<file path="src/rtl/core/tapc_pkg.sv">
// Shared constants and a helper function for the tinted alpha pixel compositor.
`default_nettype none

package tapc_pkg;

  localparam int unsigned ChanW   = 8;
  localparam int unsigned NumChan = 3;
  localparam int unsigned ProdW   = 2 * ChanW;
  localparam int unsigned PixW    = 32;
  localparam int unsigned RgbW    = 24;
  localparam int unsigned ModeW   = 2;
  localparam int unsigned AddrW   = 4;
  localparam int unsigned DataW   = 32;

  localparam logic [ModeW-1:0] MODE_FILL  = 2'd0;
  localparam logic [ModeW-1:0] MODE_COPY  = 2'd1;
  localparam logic [ModeW-1:0] MODE_BLEND = 2'd2;

  localparam logic [1:0] REG_MODE = 2'd0;
  localparam logic [1:0] REG_TINT = 2'd1;
  localparam logic [1:0] REG_FILL = 2'd2;

  localparam logic [ChanW-1:0] CHAN_MAX = 8'hff;

  // Exact floor division by 255 for any product of two 8-bit values.
  function automatic logic [ChanW-1:0] div255(input logic [ProdW-1:0] x);
    logic [ProdW:0] t;
    t = {1'b0, x} + {{ProdW{1'b0}}, 1'b1} + {{(ChanW + 1){1'b0}}, x[ProdW-1:ChanW]};
    return t[ProdW-1:ChanW];
  endfunction

endpackage

`default_nettype wire

</file>
<file path="src/rtl/core/tinted_alpha_pixel_compositor_core.sv">
// Tinted alpha pixel compositor: three-stage fill, copy and tinted blend pipeline.
// Each accepted input beat is registered in stage one, stage two and the output stage in turn.
// Multiply, blend and final divide stages pass one pixel per cycle unless output stalls.
// An output stall freezes only the full stages between the output and the first empty one.
// Reset empties the pipeline and sets mode to blend, tint to white and fill to zero.
`default_nettype none

module tinted_alpha_pixel_compositor_core import tapc_pkg::*; (
  input  wire logic             clk_i,
  input  wire logic             rst_ni,
  input  wire logic             in_valid_i,
  output logic                  in_stall_o,
  input  wire logic [PixW-1:0]  fg_pixel_i,
  input  wire logic [RgbW-1:0]  dest_pixel_i,
  output logic                  out_valid_o,
  input  wire logic             out_stall_i,
  output logic [PixW-1:0]       out_pixel_o,
  input  wire logic             psel,
  input  wire logic             penable,
  input  wire logic             pwrite,
  input  wire logic [AddrW-1:0] paddr,
  input  wire logic [DataW-1:0] pwdata,
  output logic [DataW-1:0]      prdata,
  output logic                  pready
);

  logic [ModeW-1:0] mode_q;
  logic [RgbW-1:0]  tint_q;
  logic [PixW-1:0]  fill_q;
  logic             wr_en;

  logic                   v1_q, v2_q, v3_q;
  logic                   en1, en2, en3;
  logic                   blend1_q, blend2_q, blend3_q;
  logic [PixW-1:0]        pass1_q, pass2_q;
  logic [ChanW-1:0]       alpha1_q;
  logic [RgbW-1:0]        dst1_q;
  logic [ProdW-1:0]       st1_d [NumChan];
  logic [ProdW-1:0]       st1_q [NumChan];
  logic [ProdW-1:0]       sum2_d [NumChan];
  logic [ProdW-1:0]       sum2_q [NumChan];
  logic [PixW-1:0]        out_d;
  logic [PixW-1:0]        out_q;

  assign pready = 1'b1;
  assign wr_en  = psel && penable && pwrite && pready;

  always_ff @(posedge clk_i or negedge rst_ni) begin
    if (!rst_ni) begin
      mode_q <= MODE_BLEND;
      tint_q <= {RgbW{1'b1}};
      fill_q <= '0;
    end else if (wr_en) begin
      case (paddr[3:2])
        REG_MODE: mode_q <= pwdata[ModeW-1:0];
        REG_TINT: tint_q <= pwdata[RgbW-1:0];
        REG_FILL: fill_q <= pwdata[PixW-1:0];
        default: ;
      endcase
    end
  end

  always_comb begin
    case (paddr[3:2])
      REG_MODE: prdata = {{(DataW - ModeW){1'b0}}, mode_q};
      REG_TINT: prdata = {{(DataW - RgbW){1'b0}}, tint_q};
      REG_FILL: prdata = fill_q;
      default:  prdata = '0;
    endcase
  end

  assign en3        = !out_stall_i || !v3_q;
  assign en2        = en3 || !v2_q;
  assign en1        = en2 || !v1_q;
  assign in_stall_o = !en1;

  always_comb begin
    for (int c = 0; c < NumChan; c++) begin
      st1_d[c] = ProdW'(fg_pixel_i[c*ChanW +: ChanW]) * ProdW'(tint_q[c*ChanW +: ChanW]);
    end
  end

  always_comb begin
    for (int c = 0; c < NumChan; c++) begin
      sum2_d[c] = ProdW'(ProdW'(div255(st1_q[c])) * ProdW'(alpha1_q))
                + ProdW'(ProdW'(dst1_q[c*ChanW +: ChanW]) * ProdW'(CHAN_MAX - alpha1_q));
    end
  end

  always_comb begin
    out_d = pass2_q;
    if (blend2_q) begin
      out_d = {{(PixW - RgbW){1'b0}}, div255(sum2_q[2]), div255(sum2_q[1]),
               div255(sum2_q[0])};
    end
  end

  always_ff @(posedge clk_i or negedge rst_ni) begin
    if (!rst_ni) begin
      v1_q <= 1'b0;
      v2_q <= 1'b0;
      v3_q <= 1'b0;
    end else begin
      if (en1) v1_q <= in_valid_i;
      if (en2) v2_q <= v1_q;
      if (en3) v3_q <= v2_q;
    end
  end

  always_ff @(posedge clk_i) begin
    if (en1) begin
      blend1_q <= (mode_q != MODE_FILL) && (mode_q != MODE_COPY);
      pass1_q  <= (mode_q == MODE_FILL) ? fill_q : fg_pixel_i;
      alpha1_q <= fg_pixel_i[PixW-1 -: ChanW];
      dst1_q   <= dest_pixel_i;
      st1_q    <= st1_d;
    end
    if (en2) begin
      blend2_q <= blend1_q;
      pass2_q  <= pass1_q;
      sum2_q   <= sum2_d;
    end
    if (en3) begin
      blend3_q <= blend2_q;
      out_q    <= out_d;
    end
  end

  assign out_valid_o = v3_q;
  assign out_pixel_o = out_q;

  a_empty_out_accepts: assert property (@(posedge clk_i) disable iff (!rst_ni)
    !out_valid_o |-> !in_stall_o)
    else $error("Input stalled while the output stage is empty.");

  a_full_stall_backs_up: assert property (@(posedge clk_i) disable iff (!rst_ni)
    (v1_q && v2_q && v3_q && out_stall_i) |-> in_stall_o)
    else $error("Full pipeline failed to stall its input.");

  a_accept_fills_stage1: assert property (@(posedge clk_i) disable iff (!rst_ni)
    (in_valid_i && !in_stall_o) |=> v1_q)
    else $error("Accepted beat did not reach the first stage.");

  a_blend_top_byte_zero: assert property (@(posedge clk_i) disable iff (!rst_ni)
    (v3_q && blend3_q) |-> (out_pixel_o[PixW-1 -: ChanW] == '0))
    else $error("Blended beat has a non-zero top byte.");

endmodule

`default_nettype wire

</file>
<file path="config.mk">
export PLATFORM = sky130hd
export DESIGN_NAME = tinted_alpha_pixel_compositor_core
export DESIGN_NICKNAME = d
export VERILOG_FILES = /design/src/rtl/core/tapc_pkg.sv /design/src/rtl/core/tinted_alpha_pixel_compositor_core.sv
export SDC_FILE = /design/constraint.sdc
export NUM_CORES = 2
export LEC_CHECK = 0
export CORE_UTILIZATION = 65
export DETAILED_ROUTE_END_ITERATION = 8
export DONT_BUFFER_PORTS = 1
export GPL_TIMING_DRIVEN = 1
export PLACE_DENSITY = 0.91
export SYNTH_ARGS = -nofsm -noshare
export SYNTH_HDL_FRONTEND = slang
export SYNTH_SLANG_ARGS = --single-unit
</file>
<file path="constraint.sdc">
create_clock -name clk_i -period 15.35 [get_ports clk_i]
set_clock_uncertainty 0.05 [all_clocks]
set_input_delay 3.07 -clock clk_i [delete_from_list [all_inputs] [get_ports clk_i]]
set_output_delay 3.07 -clock clk_i [all_outputs]
set_load 0.01 [all_outputs]
</file>
=== After elaboration in Yosys (flattened, before gate mapping) ===
Index checks and enable logic that the tools add are counted.
W data, S select, Z words.

* Flip-flop bits (word level): 287
* Input port bits: 99
* Output and inout bits: 67
* Word-level logic and storage cells: 68

* Add/subtract/negate cells: 16
* Multiply operators: 9
* Equality and inequality tests: 3
* Multiplexer cells: 3
* Reductions and logical operators: 17

{| class="wikitable"
|+ Operators with widths
! operator !! count
|-
| $add A16 B1 Y16 const B || 6
|-
| $add A16 B8 Y16 || 6
|-
| $mul A8 B8 Y16 || 6
|-
| $pmux W32 S3 || 1
|-
| $add A16 B16 Y16 || 3
|-
| $mul A8 B16 Y16 || 2
|-
| $mux W32 || 1
|-
| $mux W24 || 1
|-
| $mul A9 B9 Y16 || 1
|-
| $sub A8 B8 Y9 const A || 1
|-
| $reduce_and A2 Y1 || 3
|-
| $logic_not A1 Y1 || 5
|-
| $logic_not A2 Y1 || 2
|-
| $logic_and A1 B1 Y1 || 3
|-
| $logic_or A1 B1 Y1 || 3
|-
| $eq A2 B1 Y1 const B || 1
|-
| $eq A2 B2 Y1 const B || 1
|-
| $ne A2 B1 Y1 const B || 1
|-
| $reduce_bool A2 Y1 || 1
|}

=== Longest topological paths before layout ===
* Word-level depth: 5
* Depth in mapped cells: 28
* Gate-level depth less buffers: 27

=== Worst setup path after synthesis ===
OpenSTA, ideal clock, no wires.

* Kind: input to output
* From: input out_stall_i
* To: output in_stall_o
* Data arrival time: 7087 ps
* Required time: 12230 ps
* Slack: 5143 ps
* Cell stages on the path: 2
* Buffers on the path: 0
* Cell sequence: nand4_1 -> inv_1

* Word-level cells in the longest chain between the ends: 5

{| class="wikitable"
|+ RTL lines
! item !! RTL line !! RTL
|-
| start: declaration || tinted_alpha_pixel_compositor_core.sv:16 || <nowiki>input wire logic out_stall_i,</nowiki>
|-
| $logic_not A1 Y1 || tinted_alpha_pixel_compositor_core.sv:72 || <nowiki>assign en3 = !out_stall_i || !v3_q;</nowiki>
|-
| $logic_or A1 B1 Y1 || tinted_alpha_pixel_compositor_core.sv:72 ||
|-
| $logic_or A1 B1 Y1 || tinted_alpha_pixel_compositor_core.sv:73 || <nowiki>assign en2 = en3 || !v2_q;</nowiki>
|-
| $logic_or A1 B1 Y1 || tinted_alpha_pixel_compositor_core.sv:74 || <nowiki>assign en1 = en2 || !v1_q;</nowiki>
|-
| $logic_not A1 Y1 || tinted_alpha_pixel_compositor_core.sv:75 || <nowiki>assign in_stall_o = !en1;</nowiki>
|-
| end: declaration || tinted_alpha_pixel_compositor_core.sv:12 || <nowiki>output logic in_stall_o,</nowiki>
|}

No other way between the ends.

==> results.py <==
metrics = {
    "status": {
        "status": "finished, final reports clean",
    },
    "synthesis": {
        "synth_top_family_by_area": "adder cells",
        "synth.cell_area_um2": 31430,
        "synth.area.mux_share": 0.03320,
        "synth-edff-count": 226,
        "seq_area_frac_synth": 0.2655,
        "synthTopCellsByCount": "584 x inv_1, 395 x fa_1, 344 x ha_1, 226 x edfxtp_1, 202 x and2_1",
        "avgSynthCellArea_um2": 10.54,
        "ys_ff_latch": 287,
        "synth-compound-area-share": 0.05593,
        "synth_fp_nets": 3820,
        "synth_cell_type_count": 80,
        "synth_fa_ha_area_frac": 0.3885,
        "synth_cells": 2982,
        "synth-xor-area-share": 0.03364,
        "synth_most_common_cell": "inv_1",
        "ys.warnings.count": 0,
        "synthFlopType": "edfxtp_1",
        "synthSimpleGateAreaFrac": 0.1413,
        "synthArstFlopShare": 0.2125,
        "synth_top_area_frac": 0.2516,
        "yosys.area.top_type": "fa_1",
        "synth_area_leaders": "fa_1 25%, edfxtp_1 22%, ha_1 14%, inv_1 7.0%, and2_1 4.0%",
    },
    "routing": {
        "drc": 0,
        "first_iter_violations": 1676,
        "vias_per_cell": 5.994,
        "avgRoutedWirePerCell_um": 20.63,
        "vias": 21470,
        "wl_um": 73890,
        "ant_nets": 0,
        "drt_first_pass_iters": 7,
    },
    "clock_network": {
        "ctsResizeCount": 0,
        "cts_buffer_depth": 3,
        "root_buffer": "clkbuf_16",
        "hold_buffers": 0,
        "clk_latency_ps": 600,
        "htreeDepth": 1,
        "cts.sinks": 287,
        "cts_tree": "done",
        "cts_made_buffers": 31,
        "clk_pin_slew_ps": 70,
        "post-cts-setup-buffers": 0,
    },
    "placed_design": {
        "place_hpwl_um": 53980,
        "place_congestion": 0.8919,
        "buffer_ports.inserted": 0,
    },
    "sta": {
        "setup_tns_ps": 0,
        "setup_violations": 0,
        "fin_crit_sh": 0.5131,
        "fmax_mhz": 127.0,
        "layout_min_cycle_time_ps": 7877,
        "tightest_slew_ps": 1123,
        "finalHoldViolCount": 0,
        "rsz0062_at_grt": "no",
        "slew-limit-headroom": 0.2481,
        "drv_slew": 0,
    },
    "cells_and_area": {
        "drive_gt1_frac": 0.07360,
        "syn2layout_area_growth_pct": 5.052,
        "num-nets-final": 3776,
        "nFillCells": 3066,
    },
    "critical_path": {
        "r2r_slack_ps": 7470,
        "cp_max_fo": 8,
        "crit_slowest_cell": "xor2_1",
        "required_ps": 15640,
        "critPathLaunchType": "flip-flop",
        "cpPeakStageDelay_ps": 630,
        "crit_type": "flip-flop to flip-flop",
        "cp-end-kind": "flip-flop",
        "crit_arrival_ps": 8160,
    },
    "job": {
        "cap_violations": 0,
    },
    "global_routing": {
        "grt_use_total": 0.3119,
        "grt_max_degree": 62,
        "grt_pass1_vias": 23950,
        "antenna_found_initial": 5,
        "gr-total-overflow": 0,
        "grt_pass1_wl_um": 121700,
    },
    "worst_hold_path": {
        "hold_path_class": "flip-flop to flip-flop",
    },
    "floorplan": {
        "initial_core_util": 0.6583,
        "die_x_um": 221.9,
        "io_pins": 166,
        "core_area_um2": 47750,
        "fp.dieH_um": 221.9,
        "rows": 80,
        "die-area_um2": 49240,
    },
}
## critical path: cells and delay by family (launching register included)
family / cells / cell delay (ps)
AOI/OAI and AO/OA: 8 / 1930
adders and majority gates: 8 / 3740
and+or+nand+nor: 2 / 300
DFF: 1 / 510
buffers and inverters: 6 / 300
xor gates and xnor gates: 2 / 770
## flip-flops by register name, summed over array words and instances (netlist names)
name	count
dst1_q	24
blend2_q	1
pass1_q	32
v2_q	1
st1_q	48
out_pixel_o	32
fill_q	32
alpha1_q	8
v1_q	1
tint_q	24
sum2_q	48
blend1_q	1
pass2_q	32
mode_q	2
out_valid_o	1
## path summary, 6_finish.rpt
check,startpoint,cells past startpoint,end
worst min register to register,pass1_q[23],0,pass2_q[23]
max in group asynchronous,rst_ni,0,tint_q[8]
min in group asynchronous,rst_ni,0,fill_q[26]
worst min-delay path,pass1_q[23],0,pass2_q[23]
worst max register to register,st1_q[42],26,sum2_q[47]
worst max-delay path,st1_q[42],26,sum2_q[47]
## metal layers
layer	GRT usage	wire [µm]	vias to the layer above
li1	-	-	9395
met1	0.3844	27900	10750
met2	0.5297	36310	1037
met3	0.05791	6051	288
met4	0.1532	3628	0
met5	0	0	-
## stage by stage
step           instances    util  worst slack [ps]  hold WS (ps)  area (µm²)
2_1_floorplan       2982       -              5143         350.3       31430
3_3_place_gp        3520  0.6704              7995         350.8       32010
3_5_place_dp        3520  0.6704              7698         354.5       32010
4_1_cts             3577  0.6913              7584         368.8       33010
5_1_grt             3582  0.6915              7168         371.1       33020
6_report            3582  0.6915              7473         364.7       33020
## cells by family after synthesis
kind of cell | after synthesis
simple gates | 819
flops | 287
other cells | 1
compound gates | 248
xor+xnor | 113
fa+ha+maj | 739
buf+inv | 682
mux | 93
## area by class of cell
cell class	count	area (µm²)	area share
multi-input cells	2013	20550	0.6223
flip-flops and latches	287	8344	0.2527
inverters	584	2192	0.06639
clock buffers	35	790.8	0.02395
well taps	615	769.5	0.02331
clock inverters	22	203.9	0.006177
repair buffers	21	157.7	0.004775
diodes	5	12.51	0.0003789
## placed cells by master (no fill, tap or decap), types with 46 or more instances in the layout
cell        n
inv_1     584
a21oi_1    73
and2_1    202
mux2_2     90
xor2_1     46
nor2_1     66
ha_1      344
nor2b_1   170
edfxtp_1  226
xnor2_1    58
nand2b_1   90
nand2_1   194
fa_1      395
Power is not shown: default switching activity piles up to over one toggle a cycle in this logic, so the estimate is an artifact.
